===== config.mk =====
export PLATFORM = sky130hd
export DESIGN_NAME = hdlc_rx_deframer_flat
export DESIGN_NICKNAME = d
export VERILOG_FILES = /design/src/rtl/hdlcrx_pkg.sv /design/src/rtl/hdlcrx_if.sv /design/src/rtl/hdlcrx_bit_walker.sv /design/src/rtl/hdlcrx_frame_check.sv /design/src/rtl/hdlcrx_out_buf.sv /design/src/rtl/hdlc_rx_deframer.sv /design/src/flat_wrapper.sv
export VERILOG_INCLUDE_DIRS = /design/src /design/src/rtl
export SDC_FILE = /design/constraint.sdc
export NUM_CORES = 1
export LEC_CHECK = 0
export ABC_AREA = 1
export BUFFER_PORTS_ARGS = -buffer_cell sky130_fd_sc_hd__buf_4
export CORE_UTILIZATION = 65
export CTS_CLUSTER_SIZE = 28
export DETAILED_ROUTE_END_ITERATION = 10
export PLACE_DENSITY = 0.84
export SKIP_CTS_REPAIR_TIMING = 1
export SLEW_MARGIN = 10
export SYNTH_ARGS = -nofsm -noshare
export SYNTH_HDL_FRONTEND = slang
export SYNTH_SLANG_ARGS = --single-unit

===== constraint.sdc =====
create_clock -name clock -period 29.1 [get_ports clock]
set_input_delay 5.82 -clock clock [delete_from_list [all_inputs] [get_ports clock]]
set_output_delay 5.82 -clock clock [all_outputs]
set_load 0.01 [all_outputs]

===== src/rtl/hdlc_rx_deframer_defines.svh =====
// Assertion macros shared by the HDLC receive deframer modules
`ifndef HDLC_RX_DEFRAMER_DEFINES_SVH
`define HDLC_RX_DEFRAMER_DEFINES_SVH

// same-cycle implication
`define HDLCRX_ASSERT_IMP(label, clk, rst, ante, cons, msg) \
   label: assert property (@(posedge clk) disable iff (rst) (ante) |-> (cons)) \
      else $error(msg);

// next-cycle implication
`define HDLCRX_ASSERT_NXT(label, clk, rst, ante, cons, msg) \
   label: assert property (@(posedge clk) disable iff (rst) (ante) |=> (cons)) \
      else $error(msg);

`endif


===== src/rtl/hdlcrx_pkg.sv =====
// Types, constants and bit-step functions of the HDLC receive deframer
package hdlcrx_pkg;

   localparam int LEN_W = 13;
   localparam int CNT_W = 32;
   localparam int CSR_IDX_W = 1;

   localparam logic [CSR_IDX_W-1:0] CSR_SEVEN_BIT_MODE = 1'b0;
   localparam logic [CSR_IDX_W-1:0] CSR_MAX_FRAME_LEN  = 1'b1;

   localparam logic [15:0] FCS_POLY = 16'h8408;
   localparam logic [15:0] FCS_INIT = 16'hFFFF;
   localparam logic [15:0] FCS_GOOD = 16'hF0B8;

   localparam logic [LEN_W-1:0] MIN_FRAME_LEN = 13'd3;

   typedef enum logic [2:0] {
      PH_HUNT  = 3'b001,
      PH_OPEN  = 3'b010,
      PH_FRAME = 3'b100
   } phase_type;

   typedef enum logic [2:0] {
      ST_GOOD     = 3'd0,
      ST_CRC_ERR  = 3'd1,
      ST_SHORT    = 3'd2,
      ST_OVERFLOW = 3'd3,
      ST_ABORT    = 3'd4
   } status_type;

   typedef enum logic {
      KIND_BYTE = 1'b0,
      KIND_END  = 1'b1
   } kind_type;

   typedef struct packed {
      phase_type        phase;
      logic [2:0]       ones;
      logic [2:0]       pos;
      logic [7:0]       shift;
      logic [LEN_W-1:0] fbytes;
   } walk_type;

   typedef struct packed {
      logic             byte_v;
      logic [7:0]       byte_val;
      logic             end_v;
      status_type       end_st;
      logic             crc_chk;
      logic [LEN_W-1:0] end_len;
      logic             clr;
   } ev_type;

   typedef struct packed {
      walk_type w;
      ev_type   e;
   } step_type;

   typedef struct packed {
      kind_type         kind;
      logic [7:0]       data_byte;
      status_type       frame_status;
      logic [LEN_W-1:0] frame_length;
      logic [CNT_W-1:0] good_frames;
      logic [CNT_W-1:0] error_frames;
      logic             last_of_input;
   } result_type;

   typedef struct packed {
      logic [1:0] cnt;
      result_type r0;
      result_type r1;
   } pair_type;

   function automatic logic [15:0] fcs_update(input logic [15:0] fcs, input logic [7:0] b);
      logic [15:0] c;
      c = fcs ^ {8'h00, b};
      for (int k = 0; k < 8; k++) begin
         c = c[0] ? ((c >> 1) ^ FCS_POLY) : (c >> 1);
      end
      return c;
   endfunction

   function automatic step_type clear_frame(input step_type s);
      step_type r;
      r = s;
      r.w.pos = 3'd0;
      r.w.shift = 8'd0;
      r.w.fbytes = '0;
      r.e.clr = 1'b1;
      return r;
   endfunction

   function automatic step_type walk_bit(input step_type cur, input logic b,
                                         input logic [LEN_W-1:0] lim);
      step_type   nx;
      logic       data_v;
      logic [2:0] ones_n;
      logic [7:0] shift_n;
      nx = cur;
      data_v = 1'b0;
      if (b) begin
         ones_n = (cur.w.ones == 3'd7) ? 3'd7 : cur.w.ones + 3'd1;
         nx.w.ones = ones_n;
         if (ones_n == 3'd7) begin
            if (cur.w.phase != PH_HUNT) begin
               if (cur.w.phase == PH_FRAME) begin
                  nx.e.end_v = 1'b1;
                  nx.e.end_st = ST_ABORT;
                  nx.e.crc_chk = 1'b0;
                  nx.e.end_len = cur.w.fbytes;
               end
               nx.w.phase = PH_HUNT;
               nx = clear_frame(nx);
            end
         end else if (cur.w.phase != PH_HUNT) begin
            data_v = 1'b1;
         end
      end else begin
         nx.w.ones = 3'd0;
         if (cur.w.ones == 3'd6) begin
            if (cur.w.phase == PH_FRAME) begin
               nx.e.end_v = 1'b1;
               nx.e.end_len = cur.w.fbytes;
               if (cur.w.fbytes < MIN_FRAME_LEN) begin
                  nx.e.end_st = ST_SHORT;
                  nx.e.crc_chk = 1'b0;
               end else begin
                  nx.e.end_st = ST_GOOD;
                  nx.e.crc_chk = 1'b1;
               end
            end
            nx.w.phase = PH_OPEN;
            nx = clear_frame(nx);
         end else if (cur.w.ones != 3'd5 && cur.w.phase != PH_HUNT) begin
            data_v = 1'b1;
         end
      end
      if (data_v) begin
         shift_n = cur.w.shift | (8'(b) << cur.w.pos);
         if (cur.w.pos == 3'd7) begin
            if (cur.w.fbytes >= lim) begin
               nx.e.end_v = 1'b1;
               nx.e.end_st = ST_OVERFLOW;
               nx.e.crc_chk = 1'b0;
               nx.e.end_len = lim + 13'd1;
               nx.w.phase = PH_HUNT;
               nx = clear_frame(nx);
            end else begin
               nx.e.byte_v = 1'b1;
               nx.e.byte_val = shift_n;
               nx.w.fbytes = cur.w.fbytes + 13'd1;
               nx.w.phase = PH_FRAME;
               nx.w.pos = 3'd0;
               nx.w.shift = 8'd0;
            end
         end else begin
            nx.w.pos = cur.w.pos + 3'd1;
            nx.w.shift = shift_n;
         end
      end
      return nx;
   endfunction

endpackage


===== src/rtl/hdlcrx_if.sv =====
// Request and response channel interfaces of the HDLC receive deframer
interface hdlcrx_req_if;
   logic       valid;
   logic       ready;
   logic [7:0] raw_byte;

   modport source (output valid, output raw_byte, input ready);
   modport sink (input valid, input raw_byte, output ready);
endinterface

interface hdlcrx_rsp_if;
   logic        valid;
   logic        ready;
   logic        kind;
   logic [7:0]  data_byte;
   logic [2:0]  frame_status;
   logic [12:0] frame_length;
   logic [31:0] good_frames;
   logic [31:0] error_frames;
   logic        last_of_input;

   modport source (output valid, output kind, output data_byte, output frame_status,
                   output frame_length, output good_frames, output error_frames,
                   output last_of_input, input ready);
   modport sink (input valid, input kind, input data_byte, input frame_status,
                 input frame_length, input good_frames, input error_frames,
                 input last_of_input, output ready);
endinterface


===== src/rtl/hdlcrx_bit_walker.sv =====
// Input register, flag hunt, zero removal and byte assembly over one line byte
module hdlcrx_bit_walker (
   input  logic                          clock,
   input  logic                          reset,
   input  logic                          in_valid,
   input  logic [7:0]                    in_byte,
   output logic                          in_ready,
   input  logic                          seven_bit_mode,
   input  logic [hdlcrx_pkg::LEN_W-1:0]  frame_limit,
   input  logic                          chk_go,
   output logic                          ev_valid,
   output hdlcrx_pkg::ev_type            ev
);

   logic                   raw_v_ff;
   logic [7:0]             raw_ff;
   logic                   ev_v_ff;
   hdlcrx_pkg::ev_type     ev_ff;
   hdlcrx_pkg::walk_type   walk_ff;
   hdlcrx_pkg::step_type   st [0:8];
   logic                   walk_go;
   logic                   ev_free;

   assign ev_free  = !ev_v_ff || chk_go;
   assign walk_go  = raw_v_ff && ev_free;
   assign in_ready = !raw_v_ff || walk_go;
   assign ev_valid = ev_v_ff;
   assign ev       = ev_ff;

   always_comb begin
      st[0].w = walk_ff;
      st[0].e = '0;
      for (int i = 0; i < 8; i++) begin
         if (seven_bit_mode && i == 7) begin
            st[i+1] = st[i];
         end else begin
            st[i+1] = hdlcrx_pkg::walk_bit(st[i], raw_ff[i], frame_limit);
         end
      end
   end

   always_ff @(posedge clock) begin
      if (reset) begin
         raw_v_ff <= 1'b0;
         ev_v_ff <= 1'b0;
         walk_ff.phase <= hdlcrx_pkg::PH_HUNT;
         walk_ff.ones <= 3'd0;
         walk_ff.pos <= 3'd0;
         walk_ff.shift <= 8'd0;
         walk_ff.fbytes <= '0;
      end else begin
         if (in_valid && in_ready) begin
            raw_v_ff <= 1'b1;
         end else if (walk_go) begin
            raw_v_ff <= 1'b0;
         end
         if (walk_go) begin
            ev_v_ff <= 1'b1;
            walk_ff <= st[8].w;
         end else if (chk_go) begin
            ev_v_ff <= 1'b0;
         end
      end
   end

   always_ff @(posedge clock) begin
      if (in_valid && in_ready) begin
         raw_ff <= in_byte;
      end
      if (walk_go) begin
         ev_ff <= st[8].e;
      end
   end

endmodule


===== src/rtl/hdlcrx_frame_check.sv =====
// FCS-16 residue check, frame verdict and running frame counters
`include "hdlc_rx_deframer_defines.svh"

module hdlcrx_frame_check (
   input  logic                  clock,
   input  logic                  reset,
   input  logic                  ev_valid,
   input  hdlcrx_pkg::ev_type    ev,
   input  logic                  out_free,
   output logic                  chk_go,
   output hdlcrx_pkg::pair_type  pair
);

   logic [15:0]                         fcs_ff;
   logic [15:0]                         fcs_in;
   logic [15:0]                         fcs_b;
   logic [hdlcrx_pkg::CNT_W-1:0]        good_ff;
   logic [hdlcrx_pkg::CNT_W-1:0]        good_in;
   logic [hdlcrx_pkg::CNT_W-1:0]        err_ff;
   logic [hdlcrx_pkg::CNT_W-1:0]        err_in;
   hdlcrx_pkg::status_type              end_st;
   logic                                end_ok;
   hdlcrx_pkg::result_type              byte_res;
   hdlcrx_pkg::result_type              end_res;

   assign chk_go = ev_valid && out_free;

   always_comb begin
      fcs_b = ev.byte_v ? hdlcrx_pkg::fcs_update(fcs_ff, ev.byte_val) : fcs_ff;
      if (ev.crc_chk) begin
         end_st = (fcs_b == hdlcrx_pkg::FCS_GOOD) ? hdlcrx_pkg::ST_GOOD
                                                  : hdlcrx_pkg::ST_CRC_ERR;
      end else begin
         end_st = ev.end_st;
      end
      end_ok = ev.end_v && (end_st == hdlcrx_pkg::ST_GOOD);
      good_in = good_ff + 32'(end_ok);
      err_in = err_ff + 32'(ev.end_v && !end_ok);
      fcs_in = ev.clr ? hdlcrx_pkg::FCS_INIT : fcs_b;

      byte_res.kind = hdlcrx_pkg::KIND_BYTE;
      byte_res.data_byte = ev.byte_val;
      byte_res.frame_status = hdlcrx_pkg::ST_GOOD;
      byte_res.frame_length = '0;
      byte_res.good_frames = good_ff;
      byte_res.error_frames = err_ff;
      byte_res.last_of_input = !ev.end_v;

      end_res.kind = hdlcrx_pkg::KIND_END;
      end_res.data_byte = 8'd0;
      end_res.frame_status = end_st;
      end_res.frame_length = ev.end_len;
      end_res.good_frames = good_in;
      end_res.error_frames = err_in;
      end_res.last_of_input = 1'b1;

      pair.cnt = 2'(ev.byte_v) + 2'(ev.end_v);
      pair.r0 = ev.byte_v ? byte_res : end_res;
      pair.r1 = end_res;
   end

   always_ff @(posedge clock) begin
      if (reset) begin
         fcs_ff <= hdlcrx_pkg::FCS_INIT;
         good_ff <= '0;
         err_ff <= '0;
      end else if (chk_go) begin
         fcs_ff <= fcs_in;
         good_ff <= good_in;
         err_ff <= err_in;
      end
   end

   `HDLCRX_ASSERT_NXT(a_err_count_step, clock, reset, chk_go && ev.end_v && !end_ok, err_ff == $past(err_ff) + 32'd1, "error count did not advance on a bad frame")

endmodule


===== src/rtl/hdlcrx_out_buf.sv =====
// Two-entry result buffer that drains the results of one line byte in order
`include "hdlc_rx_deframer_defines.svh"

module hdlcrx_out_buf (
   input  logic                    clock,
   input  logic                    reset,
   input  logic                    load,
   input  hdlcrx_pkg::pair_type    pair,
   output logic                    out_free,
   output logic                    rsp_valid,
   input  logic                    rsp_ready,
   output hdlcrx_pkg::result_type  head
);

   logic [1:0]               n_ff;
   hdlcrx_pkg::result_type   slot_ff [0:1];
   logic                     pop;

   assign rsp_valid = (n_ff != 2'd0);
   assign pop       = rsp_valid && rsp_ready;
   assign out_free  = (n_ff == 2'd0) || (n_ff == 2'd1 && pop);
   assign head      = slot_ff[0];

   always_ff @(posedge clock) begin
      if (reset) begin
         n_ff <= 2'd0;
      end else if (load) begin
         n_ff <= pair.cnt;
      end else if (pop) begin
         n_ff <= n_ff - 2'd1;
      end
   end

   always_ff @(posedge clock) begin
      if (load) begin
         slot_ff[0] <= pair.r0;
         slot_ff[1] <= pair.r1;
      end else if (pop) begin
         slot_ff[0] <= slot_ff[1];
      end
   end

   `HDLCRX_ASSERT_IMP(a_pair_order, clock, reset, n_ff == 2'd2, slot_ff[0].kind == hdlcrx_pkg::KIND_BYTE && slot_ff[1].kind == hdlcrx_pkg::KIND_END, "held pair is not a byte followed by an end")
   `HDLCRX_ASSERT_IMP(a_single_last, clock, reset, n_ff == 2'd1, slot_ff[0].last_of_input, "lone result not marked last")
   `HDLCRX_ASSERT_IMP(a_pair_last, clock, reset, n_ff == 2'd2, !slot_ff[0].last_of_input && slot_ff[1].last_of_input, "last mark misplaced in held pair")

endmodule


===== src/rtl/hdlc_rx_deframer.sv =====
// HDLC receive deframer: flag hunt, zero removal, FCS-16 check, frame verdicts
// A line byte accepted passes the input register, the event register and the result
// buffer. One line byte per cycle when it yields at most one result and the result
// port is not stalled; after a data byte and end verdict the next waits for both to go.
// Reset (synchronous): hunt for a flag, FCS 0xFFFF, counters zero, eight-bit mode,
// frame limit 4096 bytes or MAX_FRAME_BYTES if smaller.
module hdlc_rx_deframer #(
   parameter int MAX_FRAME_BYTES = 4096
) (
   input  logic                                 clock,
   input  logic                                 reset,
   hdlcrx_req_if.sink                           req_ch,
   hdlcrx_rsp_if.source                         rsp_ch,
   input  logic                                 csr_we,
   input  logic [hdlcrx_pkg::CSR_IDX_W-1:0]     csr_index,
   input  logic [hdlcrx_pkg::LEN_W-1:0]         csr_wdata
);

   localparam logic [hdlcrx_pkg::LEN_W-1:0] LIM_MAX =
      13'((MAX_FRAME_BYTES > 8191) ? 8191 : MAX_FRAME_BYTES);
   localparam logic [hdlcrx_pkg::LEN_W-1:0] LIM_RST =
      13'((MAX_FRAME_BYTES < 4096) ? MAX_FRAME_BYTES : 4096);

   logic                              seven_ff;
   logic [hdlcrx_pkg::LEN_W-1:0]      lim_ff;
   logic [hdlcrx_pkg::LEN_W-1:0]      lim_in;
   logic                              chk_go;
   logic                              ev_valid;
   hdlcrx_pkg::ev_type                ev;
   logic                              out_free;
   hdlcrx_pkg::pair_type              pair;
   hdlcrx_pkg::result_type            head;

   always_comb begin
      if (csr_wdata < hdlcrx_pkg::MIN_FRAME_LEN) begin
         lim_in = hdlcrx_pkg::MIN_FRAME_LEN;
      end else if (32'(csr_wdata) > MAX_FRAME_BYTES) begin
         lim_in = LIM_MAX;
      end else begin
         lim_in = csr_wdata;
      end
   end

   always_ff @(posedge clock) begin
      if (reset) begin
         seven_ff <= 1'b0;
         lim_ff <= LIM_RST;
      end else if (csr_we) begin
         unique case (csr_index)
            hdlcrx_pkg::CSR_SEVEN_BIT_MODE: seven_ff <= csr_wdata[0];
            hdlcrx_pkg::CSR_MAX_FRAME_LEN:  lim_ff <= lim_in;
            default: begin
            end
         endcase
      end
   end

   hdlcrx_bit_walker u_walker (
      .clock          (clock),
      .reset          (reset),
      .in_valid       (req_ch.valid),
      .in_byte        (req_ch.raw_byte),
      .in_ready       (req_ch.ready),
      .seven_bit_mode (seven_ff),
      .frame_limit    (lim_ff),
      .chk_go         (chk_go),
      .ev_valid       (ev_valid),
      .ev             (ev)
   );

   hdlcrx_frame_check u_check (
      .clock    (clock),
      .reset    (reset),
      .ev_valid (ev_valid),
      .ev       (ev),
      .out_free (out_free),
      .chk_go   (chk_go),
      .pair     (pair)
   );

   hdlcrx_out_buf u_out (
      .clock     (clock),
      .reset     (reset),
      .load      (chk_go),
      .pair      (pair),
      .out_free  (out_free),
      .rsp_valid (rsp_ch.valid),
      .rsp_ready (rsp_ch.ready),
      .head      (head)
   );

   assign rsp_ch.kind          = head.kind;
   assign rsp_ch.data_byte     = head.data_byte;
   assign rsp_ch.frame_status  = head.frame_status;
   assign rsp_ch.frame_length  = head.frame_length;
   assign rsp_ch.good_frames   = head.good_frames;
   assign rsp_ch.error_frames  = head.error_frames;
   assign rsp_ch.last_of_input = head.last_of_input;

endmodule


===== src/flat_wrapper.sv =====
// flat-port wrapper written by rule: the top's interface ports become plain ports
module hdlc_rx_deframer_flat 
#(
   parameter int MAX_FRAME_BYTES = 4096
)
  (clock, reset, csr_we, csr_index, csr_wdata, req_ch_valid, req_ch_raw_byte, req_ch_ready, rsp_ch_valid, rsp_ch_kind, rsp_ch_data_byte, rsp_ch_frame_status, rsp_ch_frame_length, rsp_ch_good_frames, rsp_ch_error_frames, rsp_ch_last_of_input, rsp_ch_ready);
  hdlcrx_req_if req_ch_i ();
  hdlcrx_rsp_if rsp_ch_i ();
  input  logic clock;
  input  logic reset;
  input  logic csr_we;
  input  logic [hdlcrx_pkg::CSR_IDX_W-1:0] csr_index;
  input  logic [hdlcrx_pkg::LEN_W-1:0] csr_wdata;
  input wire logic [$bits(req_ch_i.valid)-1:0] req_ch_valid;
  input wire logic [$bits(req_ch_i.raw_byte)-1:0] req_ch_raw_byte;
  output wire logic [$bits(req_ch_i.ready)-1:0] req_ch_ready;
  output wire logic [$bits(rsp_ch_i.valid)-1:0] rsp_ch_valid;
  output wire logic [$bits(rsp_ch_i.kind)-1:0] rsp_ch_kind;
  output wire logic [$bits(rsp_ch_i.data_byte)-1:0] rsp_ch_data_byte;
  output wire logic [$bits(rsp_ch_i.frame_status)-1:0] rsp_ch_frame_status;
  output wire logic [$bits(rsp_ch_i.frame_length)-1:0] rsp_ch_frame_length;
  output wire logic [$bits(rsp_ch_i.good_frames)-1:0] rsp_ch_good_frames;
  output wire logic [$bits(rsp_ch_i.error_frames)-1:0] rsp_ch_error_frames;
  output wire logic [$bits(rsp_ch_i.last_of_input)-1:0] rsp_ch_last_of_input;
  input wire logic [$bits(rsp_ch_i.ready)-1:0] rsp_ch_ready;
  assign req_ch_i.valid = req_ch_valid;
  assign req_ch_i.raw_byte = req_ch_raw_byte;
  assign req_ch_ready = req_ch_i.ready;
  assign rsp_ch_valid = rsp_ch_i.valid;
  assign rsp_ch_kind = rsp_ch_i.kind;
  assign rsp_ch_data_byte = rsp_ch_i.data_byte;
  assign rsp_ch_frame_status = rsp_ch_i.frame_status;
  assign rsp_ch_frame_length = rsp_ch_i.frame_length;
  assign rsp_ch_good_frames = rsp_ch_i.good_frames;
  assign rsp_ch_error_frames = rsp_ch_i.error_frames;
  assign rsp_ch_last_of_input = rsp_ch_i.last_of_input;
  assign rsp_ch_i.ready = rsp_ch_ready;
  hdlc_rx_deframer #(.MAX_FRAME_BYTES(MAX_FRAME_BYTES)) u_core (.clock(clock), .reset(reset), .req_ch(req_ch_i), .rsp_ch(rsp_ch_i), .csr_we(csr_we), .csr_index(csr_index), .csr_wdata(csr_wdata));
endmodule

==> impl_results.md, run 1 <==
- Sinks on Clock Net: 334
- First-pass DRT Iterations: 6
- Critical path's top delay family: simple AND/OR/NAND/NOR gates
- Vias in the first global route: 25000
- Layout cell share with drive strength beyond 1: 0.105
- Clock Skews: 0.0180 ns
- Setup tns final: 0 ns
- Yosys reg bits: 334
- PD cells: 109 mW/mm^2
- Required time of the critical path: 29.54 ns
- Synthesis-to-layout area growth: 9.05%
- # setup viols final: 0
- Die X: 206 um
- Fin nets: 4079
- Fillers: 3432
- Critical Path Source: u_core.lim_ff[12]
- Vias per Instance: 6.21
- Post-synth top area cell: edfxtp_1
- Largest buffer count on any clock path: 3
- Commonest non-fill, non-tap cell in the layout: nand2_1
- Cell mode on critical path: nand2_1
- Root Driver: clkbuf_16
- Die area: 0.0424 mm^2
- Mapped Area: 0.0270 mm^2
- DIE HEIGHT: 206 um
- GRT Overall Usage: 0.409
- Top FF cell, synth: edfxtp_1
- Number of I/O port buffers: 118
- Setup CP Type: reg2reg
- H-Tree Depth: 2
- Post-Syn Nets: 4009
- Total CTS buffers: 36
- Core area: 0.0409 mm^2
- Total global routing overflow: 0
- Clk pin slew, worst setup/hold paths: 0.06 ns
- Yosys top cell area share: 0.229
- Final ANT Viol Nets: 0
- Initial antenna violation count: 0
- Slew Limit Fails: 0
- Slew HR: 0.274
- Most used routing layer: met2
- Max Cap Viol: 0
- Critical Path Start Type: flip-flop
- Main area contributors after synthesis: edfxtp_1 23%, nand2_1 12%, dfxtp_1 9.5%
- Starting Density: 0.660
- Cells after synthesis: 3821
- Post-synth EDFFs: 206
- Tmin final: 18.02 ns
- TritonCTS clock tree: built
- Final hold violation count: 0
- Grt met1 use: 0.516
- FMAX: 0.0555 GHz
- Slowest CP cell: nor2_2
- Worst stage delay on the critical path: 0.62 ns
- Worst Hold Launch: u_core.u_walker.ev[10]
- First-pass GRT wire length: 135 mm
- Worst Hold Class: reg2reg
- Netlist cell types: 74
- Reg-to-Reg Start: u_core.lim_ff[12]
- Grt met3 use: 0.0532
- DRC viols: 0
- Total power: 0.00322 W
- Via count: 27600
- FP Rows: 74
- Period utilisation layout: 0.619
- RSZ-0062 raised after global routing: false
- Post-synthesis sequential area ratio: 0.324
- Status: completed
- Gpl congestion: 1.07
- Crit-path max FO: 29
- Worst skew pair latency: 0.53 ns
- CP arrival: 18.47 ns
- Most frequent cells in the layout: 855 x nand2_1, 476 x inv_1, 297 x o21ai_0, 283 x nor2_1, 250 x a21oi_1
- Leak: 13.1 nW
- Syn. warnings: 0
- Syn avg cell area: 7.07 um^2
- Slew at the pin closest to its max-slew limit: 1.09 ns
- Wirelength per Cell: 19.8 um
- Max VDD drop: 0.000162 V
- Largest net degree at the start of global routing: 90
- Ant. Diodes: 0
- CP Capture Type: flip-flop
- I/O pins: 119
- Dpl hpwl: 65.0 mm
- Hold WS: 0.448 ns
- Iteration-0 DRC Markers: 3342
- M2 GR Usage: 0.656
- Total wire length: 88.0 mm
- Ys async rst share: 0
- WP buf/inv: 12
==> per-layer routing <==
layer	part of all wire	wire length [um]
met5	0	0
met4	0.073	6390
met3	0.093	8160
met2	0.45	39500
met1	0.39	33900
==> worst paths after layout <==
path | to | slack, ns | depth (start not counted)
max reg2reg | u_core.u_walker.st[500] | 11.08 | 96
min reg2reg | u_core.u_out.slot_ff[1][74] | 0.45 | 0
max | u_core.u_walker.st[500] | 11.08 | 96
min | u_core.u_out.slot_ff[1][74] | 0.45 | 0
==> per-stage QoR <==
stage	instance area (um^2)	utilization	worst slack, ns	instances
after global routing	29400	0.720	9.62	4450
after floorplan	27000	-	15.11	3821
after detailed placement	28300	0.692	11.58	4385
after CTS	29400	0.720	11.54	4450
final	29400	0.720	11.08	4450
after global placement	28300	0.692	12.10	4385
==> report_power, final <==
part | switching [W] | internal (W) | total (W) | leakage (nW)
Sequential | 0.0000596 | 0.000622 | 0.000682 | 3.01
Combinational | 0.00147 | 0.000620 | 0.00209 | 9.49
Clock | 0.000189 | 0.000254 | 0.000444 | 0.554
==> worst reg2reg max path, delay by kind of cell, from the launching register on <==
kind / cells / cell delay, ns
DFF: 1 / 0.38
adders and majority gates: 8 / 2.49
AOI/OAI and AO/OA: 38 / 5.83
and+or+nand+nor: 38 / 6.82
buffers and inverters: 12 / 2.37
==> state kept, by name, summed over array words and instances (netlist names) <==
| name | cells |
|---|---|
| u_core.u_walker.ev_valid | 1 |
| u_core.u_check.good_ff | 32 |
| u_core.u_walker.raw_v_ff | 1 |
| u_core.lim_ff | 13 |
| u_core.u_out.n_ff | 2 |
| u_core.u_out.slot_ff | 170 |
| u_core.u_check.fcs_ff | 16 |
| u_core.seven_ff | 1 |
| u_core.u_walker.st | 30 |
| u_core.u_walker.raw_ff | 8 |
| u_core.u_walker.ev | 28 |
| u_core.u_check.err_ff | 32 |
==> final cells by class <==
class / count / area [um^2] / share of cell area
Inverter: 543 / 2040 / 0.0693
Tap cell: 532 / 666 / 0.0226
Multi-Input combinational cell: 2832 / 15800 / 0.536
Sequential cell: 334 / 8750 / 0.297
Clock inverter: 16 / 161 / 0.00548
Clock buffer: 49 / 970 / 0.0329
Timing Repair Buffer: 144 / 1080 / 0.0367
==> cells in the mapped netlist (all sizes together), types with 9 or more instances <==
cell type	instances
o21ai	339
a22oi	9
nor2	318
a21oi	254
ha	161
o22ai	38
nand3b	14
nand3	251
o221ai	21
a211oi	11
inv	535
dfxtp	128
xor2	75
nor4	23
o32ai	10
clkbuf	99
o211ai	94
a22o	14
nand4	57
nor3	72
edfxtp	206
xnor2	12
buf	13
a31oi	43
a21boi	13
nand2	930
==> cell families (layout without fill, tap and decap cells) <==
kind of cell / after synthesis / in the layout / synth area share
AND/OR/NAND/NOR: 1682 / 1682 / 0.282
AO/OA/AOI/OAI: 901 / 901 / 0.199
buffers and inverters: 655 / 752 / 0.0922
flip-flops: 334 / 334 / 0.324
adder cells (fa/ha/maj): 161 / 161 / 0.0746
XOR/XNOR: 87 / 87 / 0.0282
multiplexers: 1 / 1 / 0.000371
Power figures use the tool's default switching activity.
==> inputs of run 2 (changes only) <==
Settings changed: CORE_UTILIZATION 65 to 58, PLACE_DENSITY 0.84 to 0.79.
Clock period 29.1 ns to 16.2 ns, I/O delays scaled along.
==> impl_results.md, run 2 (synthesis results as in run 1) <==
- Status: completed (unchanged)
- Worst stage delay on the critical path: 0.40 ns (was 0.62 ns)
- DR top layer: met4 (unchanged)
- Total wire length: 89.2 mm (was 88.0 mm)
- Total global routing overflow: 0 (unchanged)
- Largest net degree at the start of global routing: 112 (was 90)
- # setup viols final: 0 (unchanged)
- Slew HR: 0.275 (was 0.274)
- Die area: 0.0474 mm^2 (was 0.0424 mm^2)
- Worst Hold Class: reg2reg (unchanged)
- Crit Reg-Reg Endpoint: u_core.u_walker.ev[13] (was u_core.u_walker.st[500])
- Dpl hpwl: 66.6 mm (was 65.0 mm)
- Fin nets: 4141 (was 4079)
- Met3 WL: 7.46 mm (was 8.16 mm)
- Setup tns final: 0 ns (unchanged)
- Cell mode on critical path: nand2_1 (unchanged)
- Commonest non-fill, non-tap cell in the layout: nand2_1 (unchanged)
- Largest Register: u_core.u_out.slot_ff (unchanged)
- CP Capture Type: flip-flop (unchanged)
- Worst skew pair latency: 0.56 ns (was 0.53 ns)
- PD cells: 196 mW/mm^2 (was 109 mW/mm^2)
- Required time of the critical path: 16.46 ns (was 29.54 ns)
- Number of I/O port buffers: 118 (unchanged)
- Sinks on Clock Net: 334 (unchanged)
- Fillers: 4101 (was 3432)
- Worst setup margin: 1.17 ns (was 11.08 ns)
- Slew at the pin closest to its max-slew limit: 1.09 ns (about the same)
- Max VDD drop: 0.000307 V (was 0.000162 V)
- Worst hold endpoint: u_core.u_out.slot_ff[1][65] (was u_core.u_out.slot_ff[1][74])
- R2r worst-path depth: 97 (was 96)
- Slew Limit Fails: 0 (unchanged)
- Slowest CP cell: dfxtp_1 (was nor2_2)
- Finished Layout Cells: 4580 (was 4450)
- Die X: 218 um (was 206 um)
- Hold Crit Depth: 0 (unchanged)
- CP arrival: 15.30 ns (was 18.47 ns)
- Metal2 WL: 39.8 mm (was 39.5 mm)
- Via count: 27500 (was 27600)
- Core area: 0.0457 mm^2 (was 0.0409 mm^2)
- Root Driver: clkbuf_16 (unchanged)
- R2r setup slk: 1.17 ns (was 11.08 ns)
- FP Rows: 78 (was 74)
- First-pass DRT Iterations: 6 (unchanged)
- H-Tree Depth: 2 (unchanged)
- Final Util: 0.659 (was 0.720)
- Period utilisation layout: 0.928 (was 0.619)
- Iteration-0 DRC Markers: 3237 (was 3342)
- Hold WS: 0.451 ns (was 0.448 ns)
- FMAX: 0.0665 GHz (was 0.0555 GHz)
- Tmin final: 15.03 ns (was 18.02 ns)
- Reg-to-Reg Start: u_core.lim_ff[12] (unchanged)
- I/O pins: 119 (unchanged)
- Most frequent cells in the layout: 854 x nand2_1, 475 x inv_1, 294 x o21ai_0, 282 x nor2_1, 249 x a21oi_1 (was 855 x nand2_1, 476 x inv_1, 297 x o21ai_0, 283 x nor2_1, 250 x a21oi_1)
- Clock Skews: 0.0289 ns (was 0.0180 ns)
- Gpl congestion: 1.12 (was 1.07)
- Worst Hold Launch: u_core.u_walker.ev[1] (was u_core.u_walker.ev[10])
- Dpl ws: 0.369 ns (was 11.58 ns)
- Largest buffer count on any clock path: 3 (unchanged)
- Starting Density: 0.591 (was 0.660)
- Vias per Instance: 6.01 (was 6.21)
- Critical Path Start Type: flip-flop (unchanged)
- Synthesis-to-layout area growth: 11.5% (was 9.05%)
- DIE HEIGHT: 218 um (was 206 um)
- DRC viols: 0 (unchanged)
- TritonCTS clock tree: built (unchanged)
- Cell count after placement: 4501 (was 4385)
- Wirelength per Cell: 19.5 um (was 19.8 um)
- Final hold violation count: 0 (unchanged)
- Initial antenna violation count: 0 (unchanged)
- Layout cell share with drive strength beyond 1: 0.123 (was 0.105)
- Setup CP Type: reg2reg (unchanged)
- Leak: 13.4 nW (was 13.1 nW)
- Ant. Diodes: 0 (unchanged)
- Total CTS buffers: 36 (unchanged)
- Largest register FFs: 170 (unchanged)
- Vias in the first global route: 25300 (was 25000)
- Clk pin slew, worst setup/hold paths: 0.06 ns (about the same)
- WL met1: 36.4 mm (was 33.9 mm)
- Max Cap Viol: 0 (unchanged)
- Crit-path max FO: 20 (was 29)
- GRT Overall Usage: 0.369 (was 0.409)
- First-pass GRT wire length: 138 mm (was 135 mm)
- Final ANT Viol Nets: 0 (unchanged)
- Regs by FF count: u_core.u_out.slot_ff (170), u_core.u_check.err_ff (32), u_core.u_check.good_ff (32) (unchanged)
-- run 2: cell count changes in the layout (fill, tap and decap cells not counted), moves of 3 or more --
cell	previous run	this run
nor2_4	11	14
clkbuf_8	2	5
o21ai_1	33	36
buf_4	144	204
nand3_2	8	11
nand3_1	231	227
o21ai_0	297	294
clkbuf_1	11	6
-- run 2: metal layers --
layer / up-vias / global-route usage
li1: 13300 / -
met1: 12500 / 0.476
met2: 1353 / 0.596
met3: 299 / 0.0483
met4: 0 / 0.213
met5: - / 0
-- run 2: worst max path at each step --
stage / from / to / slack, ns
CTS: u_core.lim_ff[4] / u_core.u_walker.st[500] / 0.34
detailed placement: u_core.lim_ff[4] / u_core.u_walker.st[500] / 0.37
finish: u_core.lim_ff[12] / u_core.u_walker.ev[13] / 1.17
global route: u_core.lim_ff[12] / u_core.u_walker.ev[13] / -0.08
floorplan: u_core.lim_ff[4] / u_core.u_walker.ev[4] / 2.21
global placement: u_core.lim_ff[4] / u_core.u_walker.st[500] / 0.94
-- run 2: layout make-up --
type | instances | area (um^2) | area share
multi-input cells | 2833 | 15900 | 0.527
flip-flops and latches | 334 | 8750 | 0.291
inverters | 543 | 2050 | 0.0680
repair buffers | 205 | 1540 | 0.0512
clock buffers | 47 | 992 | 0.0330
well taps | 600 | 751 | 0.0249
clock inverters | 18 | 165 | 0.00549
-- run 2: worst max-delay path: cells and delay by family, from the launching register on --
kind                       cells  cell delay [ns]
AOI/OAI and AO/OA             39             6.05
adders and majority gates      8             2.33
buffers and inverters          9             1.30
DFF                            1             0.40
and+or+nand+nor               41             4.66
-- run 2: power breakdown --
part           switching, W  internal (W)  leakage [nW]
Clock              0.000352      0.000469         0.574
Combinational       0.00267       0.00120          9.82
Sequential        0.0000982       0.00112          3.01
-- run 2: stage by stage --
stage / total power, W / area, um^2
after floorplan: 0.00386 / 27000
after global placement: 0.00488 / 28800
after detailed placement: 0.00488 / 28800
after CTS: 0.00571 / 29900
after global routing: 0.00635 / 30100
final: 0.00590 / 30100
